File: src/rtl/core/pdre_pkg.sv
// Shared types and constants for the pixel delta run-length encoder.
// Used by every module of the block; depends on nothing else.
`timescale 1ns / 1ps
`default_nettype none
package pdre_pkg;

	// Width of the run counter.
	localparam int RUN_BITS = 25;
	// Bits needed to name one bit position of the run counter.
	localparam int RUN_IDX_W = $clog2(RUN_BITS);
	// The run counter stops growing at this count.
	localparam logic [RUN_BITS-1:0] RUN_CAP = RUN_BITS'((64'd1 << RUN_BITS) - 64'd32);

	// A run of at most this many pixels fits in one word.
	localparam logic [RUN_BITS-1:0] SHORT_RUN_MAX = RUN_BITS'(224);
	// Top byte of a power-of-two word is this base plus the exponent minus this offset.
	localparam logic [7:0] LONG_CODE_BASE = 8'hE0;
	localparam logic [7:0] LONG_CODE_OFFSET = 8'd7;

	// Depth of the job queue between front and back.
	localparam int QUEUE_DEPTH = 4;
	localparam int QUEUE_AW = $clog2(QUEUE_DEPTH);

	// One finished run waiting to be turned into words.
	typedef struct packed {
		logic [23:0] delta;
		logic [RUN_BITS-1:0] run;
		logic last;
	} flush_job_t;

endpackage
`default_nettype wire

File: src/rtl/core/pdre_front.sv
// Front end: forms the pixel delta, tracks the open run and posts flush jobs.
// Depends on pdre_pkg.
`timescale 1ns / 1ps
`default_nettype none
module pdre_front (
	input wire logic clk,
	input wire logic arst_n,
	input wire logic in_valid,
	output logic in_ready,
	input wire logic [31:0] new_pixel,
	input wire logic [31:0] old_pixel,
	input wire logic end_of_rect,
	input wire logic q_full,
	output logic push_valid,
	output pdre_pkg::flush_job_t push_job
);

	logic [pdre_pkg::RUN_BITS-1:0] run_q;
	logic [23:0] prev_q;
	logic pend_q;
	pdre_pkg::flush_job_t pend_job_q;

	logic [23:0] delta;
	logic same;
	logic accept;
	logic [pdre_pkg::RUN_BITS-1:0] run_inc;
	logic [pdre_pkg::RUN_BITS-1:0] new_run;
	pdre_pkg::flush_job_t change_job;
	pdre_pkg::flush_job_t end_job;

	// Bytewise delta of red, green and blue; alpha is dropped.
	assign delta = {new_pixel[23:16] - old_pixel[23:16],
			new_pixel[15:8] - old_pixel[15:8],
			new_pixel[7:0] - old_pixel[7:0]};

	// An empty run or an equal delta extends the run.
	assign same = (run_q == '0) || (delta == prev_q);
	assign run_inc = (run_q < pdre_pkg::RUN_CAP) ? run_q + 1'b1 : run_q;
	assign new_run = same ? run_inc : pdre_pkg::RUN_BITS'(1);

	assign change_job = '{delta: prev_q, run: run_q, last: 1'b0};
	assign end_job = '{delta: delta, run: new_run, last: 1'b1};

	// A second job from the same word blocks new words until it is queued.
	assign in_ready = !pend_q && !q_full;
	assign accept = in_valid && in_ready;

	// Queue write: the held job first, else the job of the word just taken.
	always_comb begin
		push_valid = 1'b0;
		push_job = end_job;
		if (pend_q) begin
			push_valid = !q_full;
			push_job = pend_job_q;
		end else if (accept) begin
			if (!same) begin
				push_valid = 1'b1;
				push_job = change_job;
			end else if (end_of_rect) begin
				push_valid = 1'b1;
				push_job = end_job;
			end
		end
	end

	// Run state and the held second job.
	always_ff @(posedge clk or negedge arst_n) begin
		if (!arst_n) begin
			run_q <= '0;
			prev_q <= '0;
			pend_q <= 1'b0;
		end else begin
			if (pend_q && !q_full) begin
				pend_q <= 1'b0;
			end
			if (accept) begin
				if (end_of_rect) begin
					run_q <= '0;
					prev_q <= '0;
					if (!same) begin
						pend_q <= 1'b1;
					end
				end else begin
					run_q <= new_run;
					prev_q <= delta;
				end
			end
		end
	end

	// Payload of the held job needs no reset.
	always_ff @(posedge clk) begin
		if (accept) begin
			pend_job_q <= end_job;
		end
	end

endmodule
`default_nettype wire

File: src/rtl/core/pdre_queue.sv
// Small job queue that decouples the front end from the word generator.
// Depends on pdre_pkg.
`timescale 1ns / 1ps
`default_nettype none
module pdre_queue (
	input wire logic clk,
	input wire logic arst_n,
	input wire logic push_valid,
	input wire pdre_pkg::flush_job_t push_job,
	output logic full,
	input wire logic pop,
	output logic head_valid,
	output pdre_pkg::flush_job_t head_job
);

	pdre_pkg::flush_job_t mem_q [pdre_pkg::QUEUE_DEPTH];
	logic [pdre_pkg::QUEUE_AW-1:0] wr_ptr_q;
	logic [pdre_pkg::QUEUE_AW-1:0] rd_ptr_q;
	logic [pdre_pkg::QUEUE_AW:0] count_q;

	assign full = (count_q == (pdre_pkg::QUEUE_AW+1)'(pdre_pkg::QUEUE_DEPTH));
	assign head_valid = (count_q != '0);
	assign head_job = mem_q[rd_ptr_q];

	// Entry storage.
	always_ff @(posedge clk) begin
		if (push_valid) begin
			mem_q[wr_ptr_q] <= push_job;
		end
	end

	// Pointers and fill count.
	always_ff @(posedge clk or negedge arst_n) begin
		if (!arst_n) begin
			wr_ptr_q <= '0;
			rd_ptr_q <= '0;
			count_q <= '0;
		end else begin
			if (push_valid) begin
				wr_ptr_q <= wr_ptr_q + 1'b1;
			end
			if (pop) begin
				rd_ptr_q <= rd_ptr_q + 1'b1;
			end
			if (push_valid && !pop) begin
				count_q <= count_q + 1'b1;
			end else if (pop && !push_valid) begin
				count_q <= count_q - 1'b1;
			end
		end
	end

endmodule
`default_nettype wire

File: src/rtl/core/pdre_back.sv
// Back end: splits each queued run into code words, one word per cycle while the output is not stalled.
// Depends on pdre_pkg.
`timescale 1ns / 1ps
`default_nettype none
module pdre_back (
	input wire logic clk,
	input wire logic arst_n,
	input wire logic head_valid,
	input wire pdre_pkg::flush_job_t head_job,
	output logic pop,
	output logic out_valid,
	input wire logic out_ready,
	output logic [31:0] code_word,
	output logic last_word
);

	logic busy_q;
	pdre_pkg::flush_job_t work_q;
	logic out_valid_q;
	logic [31:0] code_q;
	logic last_q;

	pdre_pkg::flush_job_t src;
	logic src_valid;
	logic emit;
	logic short_run;
	logic done;
	logic [pdre_pkg::RUN_IDX_W-1:0] top;
	logic [pdre_pkg::RUN_BITS-1:0] top_mask;
	logic [pdre_pkg::RUN_BITS-1:0] rem;
	logic [pdre_pkg::RUN_BITS-1:0] run_m1;
	logic [7:0] code_byte;

	// A run in progress takes priority over the queue head.
	assign src = busy_q ? work_q : head_job;
	assign src_valid = busy_q || head_valid;
	assign emit = src_valid && (!out_valid_q || out_ready);
	assign pop = emit && !busy_q;

	// Highest set bit of the remaining run.
	always_comb begin
		top = '0;
		for (int i = 0; i < pdre_pkg::RUN_BITS; i++) begin
			if (src.run[i]) begin
				top = pdre_pkg::RUN_IDX_W'(i);
			end
		end
	end

	// Word code: run minus one for a short run, else the peeled exponent.
	always_comb begin
		top_mask = pdre_pkg::RUN_BITS'(1) << top;
		rem = src.run & ~top_mask;
		run_m1 = src.run - pdre_pkg::RUN_BITS'(1);
		short_run = (src.run <= pdre_pkg::SHORT_RUN_MAX);
		done = short_run || (rem == '0);
		if (short_run) begin
			code_byte = run_m1[7:0];
		end else begin
			code_byte = pdre_pkg::LONG_CODE_BASE + 8'(top) - pdre_pkg::LONG_CODE_OFFSET;
		end
	end

	// Control: run in progress and output register occupancy.
	always_ff @(posedge clk or negedge arst_n) begin
		if (!arst_n) begin
			busy_q <= 1'b0;
			out_valid_q <= 1'b0;
		end else begin
			if (emit) begin
				busy_q <= !done;
				out_valid_q <= 1'b1;
			end else if (out_ready) begin
				out_valid_q <= 1'b0;
			end
		end
	end

	// Payload: remaining run and the output word.
	always_ff @(posedge clk) begin
		if (emit) begin
			work_q <= '{delta: src.delta, run: rem, last: src.last};
			code_q <= {code_byte, src.delta};
			last_q <= src.last && done;
		end
	end

	assign out_valid = out_valid_q;
	assign code_word = code_q;
	assign last_word = last_q;

endmodule
`default_nettype wire

File: src/rtl/core/pixel_delta_run_length_encoder.sv
// Pixel delta run-length encoder, top level.
// Input channel: new_pixel, old_pixel and end_of_rect under in_valid/in_ready.
// Output channel: code_word and last_word under out_valid/out_ready.
// A word is accepted on any edge where its channel's valid and ready are high.
// The front end takes one pixel per cycle while the queue has room; a pixel that
// both ends a run and ends a rectangle needs two queue slots and holds in_ready
// low until its second job is queued. A flush job passes through the queue and
// its words through the output register. The word generator makes one code word
// per cycle while the receiver does not stall: one for a run of up to 224 pixels,
// and up to RUN_BITS - 7 for the longest run, one for each power of two peeled
// off and one for the short remainder. A four-entry job queue sits between them.
// When the receiver stalls, the output register holds its word, the queue fills,
// and in_ready falls once the queue is full. Reset clears the open run, the
// queue and the output register; the block is ready for words once reset ends.
// Depends on pdre_pkg, pdre_front, pdre_queue and pdre_back.
`timescale 1ns / 1ps
`default_nettype none
module pixel_delta_run_length_encoder (
	input wire logic clk,
	input wire logic arst_n,
	input wire logic in_valid,
	output logic in_ready,
	input wire logic [31:0] new_pixel,
	input wire logic [31:0] old_pixel,
	input wire logic end_of_rect,
	output logic out_valid,
	input wire logic out_ready,
	output logic [31:0] code_word,
	output logic last_word
);

	logic q_full;
	logic q_push;
	pdre_pkg::flush_job_t q_push_job;
	logic q_pop;
	logic q_head_valid;
	pdre_pkg::flush_job_t q_head_job;

	// Pixel intake and run tracking.
	pdre_front u_front (
		.clk(clk),
		.arst_n(arst_n),
		.in_valid(in_valid),
		.in_ready(in_ready),
		.new_pixel(new_pixel),
		.old_pixel(old_pixel),
		.end_of_rect(end_of_rect),
		.q_full(q_full),
		.push_valid(q_push),
		.push_job(q_push_job)
	);

	// Flush jobs waiting for the word generator.
	pdre_queue u_queue (
		.clk(clk),
		.arst_n(arst_n),
		.push_valid(q_push),
		.push_job(q_push_job),
		.full(q_full),
		.pop(q_pop),
		.head_valid(q_head_valid),
		.head_job(q_head_job)
	);

	// Code word generation.
	pdre_back u_back (
		.clk(clk),
		.arst_n(arst_n),
		.head_valid(q_head_valid),
		.head_job(q_head_job),
		.pop(q_pop),
		.out_valid(out_valid),
		.out_ready(out_ready),
		.code_word(code_word),
		.last_word(last_word)
	);

	// The front end never writes into a full queue.
	a_no_overflow: assert property (@(posedge clk) disable iff (!arst_n)
		q_push |-> !q_full)
		else $error("job pushed into a full queue");

	// The back end only pops a queue that holds a job.
	a_no_underflow: assert property (@(posedge clk) disable iff (!arst_n)
		q_pop |-> q_head_valid)
		else $error("job popped from an empty queue");

	// Top byte is a short-run count or an exponent code within the counter width.
	a_code_range: assert property (@(posedge clk) disable iff (!arst_n)
		out_valid |-> (code_word[31:24] <=
			8'(pdre_pkg::LONG_CODE_BASE + 8'(pdre_pkg::RUN_BITS - 1)
			- pdre_pkg::LONG_CODE_OFFSET)))
		else $error("code word top byte out of range");

endmodule
`default_nettype wire

File: config.mk
export PLATFORM = sky130hd
export DESIGN_NAME = pixel_delta_run_length_encoder
export DESIGN_NICKNAME = d
export VERILOG_FILES = /design/src/rtl/core/pdre_pkg.sv /design/src/rtl/core/pdre_front.sv /design/src/rtl/core/pdre_queue.sv /design/src/rtl/core/pdre_back.sv /design/src/rtl/core/pixel_delta_run_length_encoder.sv
export SDC_FILE = /design/constraint.sdc
export NUM_CORES = 1
export LEC_CHECK = 0
export BUFFER_PORTS_ARGS = -buffer_cell sky130_fd_sc_hd__clkbuf_2
export CORE_ASPECT_RATIO = 0.5
export CORE_MARGIN = 1
export CORE_UTILIZATION = 50
export CTS_CLUSTER_SIZE = 40
export DETAILED_ROUTE_END_ITERATION = 8
export PLACE_DENSITY = 0.65
export SYNTH_ARGS = -nofsm -noshare
export SYNTH_HDL_FRONTEND = slang
export SYNTH_HIERARCHICAL = 1
export SYNTH_SLANG_ARGS = --single-unit
File: constraint.sdc
create_clock -name clk -period 10.5 [get_ports clk]
set_input_delay 1.05 -clock clk [delete_from_list [all_inputs] [get_ports clk]]
set_output_delay 1.05 -clock clk [all_outputs]
set_load 0.005 [all_outputs]
==> summary.md <==
| Metric | Value |
|---|---|
| Max capacitance violation total | `0` |
| CP Max Fanout | `28` |
| Die Height | `138 µm` |
| # diodes | `0` |
| CTS Sinks | `367` |
| Prevailing post-synth register cell | `edfxtp_1` |
| FMAX | `0.162 GHz` |
| Tot GR Track Use | `22.4%` |
| Largest net degree at the start of global routing | `72` |
| FILL cells | `3014` |
| Vias in the first global route | `11.5k` |
| Syn avg cell area | `12.8 µm²` |
| Headroom to the max-slew limit | `22.2%` |
| Multi-input logic area | `0.00690 mm²` |
| Hold WS | `0.494 ns` |
| Num rows | `49` |
| Max-slew violations | `0` |
| Initial core utilization | `51.1%` |
| TNS Setup | `0 ns` |
| Post-DP HPWL | `27100 µm` |
| Routability congestion estimate | `0.899` |
| Clock latency on the worst-skew pair | `0.53 ns` |
| CTS root buf | `clkbuf_16` |
| Delay of the slowest critical-path stage | `0.77 ns` |
| # IOs | `104` |
| DR WL/cell | `21.2 µm` |
| Post-synthesis async set-or-reset flop share | `16.1%` |
| Residual DRC | `0` |
| Hold Crit Class | `register to register` |
| Synth unique cells | `86` |
| Initial DRT Pass Iterations | `5` |
| CP top delay family | `simple AND/OR/NAND/NOR gates` |
| Arrival time of the worst setup path | `6.55 ns` |
| Number of synthesized flops with an enable pin | `308` |
| Post-CTS setup buffers | `0` |
| Post-DP Area | `0.0190 mm²` |
| Crit path kind | `register to register` |
| Synthesis-stage register bit count | `367` |
| Unrepaired setup endpoints after global routing | `false` |
| Synthesis-to-finish area growth | `9.27%` |
| Static leakage | `7.43 nW` |
| Fin area | `0.0202 mm²` |
| Crit-path cells | `buf_4 -> mux4_2 -> or2_1 -> nor3_1 -> o221ai_1 -> o21ai_1 -> and3b_1 -> nand2b_1 -> ha_1 -> and2_1 -> o22ai_1 -> or4_1 -> nor4_1 -> nand4b_1 -> o41ai_2 -> and2_1` |
| Crit share post-route | `58.7%` |
| Iteration-0 DRC count of the detailed router | `1002` |
| Post-DR vias/cell | `5.90` |
| Yosys warning count | `6` |
| CTS Buf Count | `34` |
| Core ar. | `0.0362 mm²` |
| CTS tree | `yes` |
| Via count | `11.7k` |
| Die Wd | `274 µm` |
| Post-DRT Antenna Nets | `0` |
| Post-layout min period | `6.16 ns` |
| Max clock buf depth | `3` |
| NumNets Final | `1584` |
| Reg clk slew, reported paths | `0.07 ns` |
| Syn Inst Count | `1442` |
| Worst path slowest cell | `dfrtp_4` |
| Die area | `0.0378 mm²` |
| H-tree levels | `2` |
| Syn Std Cell Area | `0.0185 mm²` |
| Crit path top cell by count | `and2_1` |
| Initial antenna violation count | `0` |
| First-pass GRT wire length | `64700 µm` |
| CTS Hold Bufs | `0` |
| VDD IR max | `123 µV` |
| Buf+Inv Stages, Crit Path | `1` |
| Buffers added on ports | `87` |
| P per Cell Area | `255 mW/mm²` |
| Post-cts sizing count | `0` |
| Syn nets | `1551` |
| Overflow after GRT | `0` |
| Final setup violation count | `0` |
| Register area share after synthesis | `58.0%` |
| Final Hold Fails | `0` |
| Setup crit end kind | `register` |
| Crit path launch type | `register` |
| Routed WL | `42100 µm` |
| Register area | `0.0107 mm²` |
| Share of layout cells above drive strength 1 | `16.1%` |
| Final Skew | `0.0288 ns` |
| Worst EP required | `10.89 ns` |
| Status | `finished clean` |
| Worst slew pin tran | `1.16 ns` |
[cell families (layout without fill, tap and decap cells)]
logic type | Yosys count | count (layout) | share of synthesized area (%)
adders and majority gates | 40 | 40 | 2.87
other | 1 | 1 | 0.0203
DFF | 367 | 367 | 58.0
buffers and inverters | 168 | 227 | 4.81
AOI/OAI and AO/OA | 295 | 295 | 10.5
xor gates and xnor gates | 79 | 79 | 3.82
and+or+nand+nor | 390 | 390 | 11.0
muxes | 102 | 102 | 8.97
[report_power, final]
| group | internal, W | switching (W) |
|---|---|---|
| Combinational | 0.000561 | 0.000965 |
| Clock | 0.000766 | 0.000546 |
| Sequential | 0.00212 | 0.000196 |
| Total | 0.00345 | 0.00171 |
[layout make-up]
| type | count | area share, % |
|---|---|---|
| multi-input cells | 907 | 34.1 |
| clock buffers | 42 | 4.46 |
| repair buffers | 102 | 2.71 |
| flip-flops and latches | 367 | 53.1 |
| well taps | 484 | 3.00 |
| inverters | 63 | 1.20 |
| clock inverters | 20 | 1.37 |
[registers in the layout, summed over array words and instances, names as in the netlist]
| register | flops |
|---|---|
| u_back/last_word | 1 |
| u_front/run_q | 25 |
| u_back/busy_q | 1 |
| u_front/pend_job_q | 49 |
| u_front/prev_q | 24 |
| u_queue/count_q | 3 |
| u_front/pend_q | 1 |
| u_back/out_valid | 1 |
| u_queue/wr_ptr_q | 2 |
| u_back/work_q | 49 |
| u_queue/rd_ptr_q | 2 |
| u_back/code_word | 9 |
| u_queue/mem_q | 200 |
[per-stage QoR]
stage | setup slack [ns] | std cells | total power, W | util [%]
after global routing | 3.93 | 1985 | 0.00541 | 55.8
after CTS | 4.24 | 1985 | 0.00521 | 55.8
after detailed placement | 4.28 | 1923 | 0.00388 | 52.6
after global placement | 4.34 | 1923 | 0.00381 | 52.6
final | 4.34 | 1985 | 0.00515 | 55.8
after floorplan | 5.29 | 1442 | 0.00342 | -
[final timing paths]
path                                            end  slack, ns                 from  cells past startpoint
worst max-delay path               u_back/last_word       4.34  u_queue/rd_ptr_q[0]                     16
worst min-delay path             u_queue/count_q[2]       0.49   u_queue/count_q[2]                      1
worst max register to register     u_back/last_word       4.34  u_queue/rd_ptr_q[0]                     16
worst min register to register   u_queue/count_q[2]       0.49   u_queue/count_q[2]                      1
max in group asynchronous       u_queue/rd_ptr_q[0]       9.11               arst_n                      2
min in group asynchronous          u_front/run_q[2]       0.72               arst_n                      2
[Yosys cell counts (all sizes together) (13+ instances only)]
library cell,count,area [µm²]
a21oi,67,343
a22o,16,140
a31oi,19,119
and2,13,81.3
and3,14,87.6
buf,55,460
clkbuf,50,188
dfrtp,59,1480
edfxtp,308,9250
ha,36,450
inv,63,241
mux2i,48,480
mux4,50,1130
nand2,82,310
nand2b,17,106
nand3,27,135
nor2,99,374
nor2b,15,93.8
nor3,38,195
nor3b,14,105
nor4,14,118
o21ai,78,390
o31ai,23,173
or3,14,97.6
xnor2,56,490
xor2,22,193
[layer usage]
layer | up-vias | global-route usage [%] | part of all wire (%)
li1 | 5494 | - | -
met1 | 5862 | 29.9 | 44
met2 | 315 | 39.3 | 50
met3 | 49 | 3.08 | 4.5
met4 | 0 | 5.31 | 1.6
met5 | - | 0 | 0
[worst register-to-register path, delay by kind of cell (launching register included)]
| family | cells | cell delay (ns) |
|---|---|---|
| AOI/OAI and AO/OA | 4 | 1.36 |
| adders and majority gates | 1 | 0.21 |
| buffers and inverters | 1 | 0.61 |
| DFF | 1 | 0.77 |
| muxes | 1 | 0.67 |
| and+or+nand+nor | 9 | 2.38 |
[placed cells by master (no fill, tap or decap), drive strengths merged, types with 23 or more instances in the layout]
cell / synthesis / final
a21oi: 67 / 67
clkbuf: 50 / 128
dfrtp: 59 / 59
edfxtp: 308 / 308
ha: 36 / 36
inv: 63 / 66
mux2i: 48 / 48
mux4: 50 / 50
nand2: 82 / 82
nand3: 27 / 27
nor2: 99 / 99
nor3: 38 / 38
o21ai: 78 / 78
o31ai: 23 / 23
xnor2: 56 / 56
(Power assumes the default switching activity.)
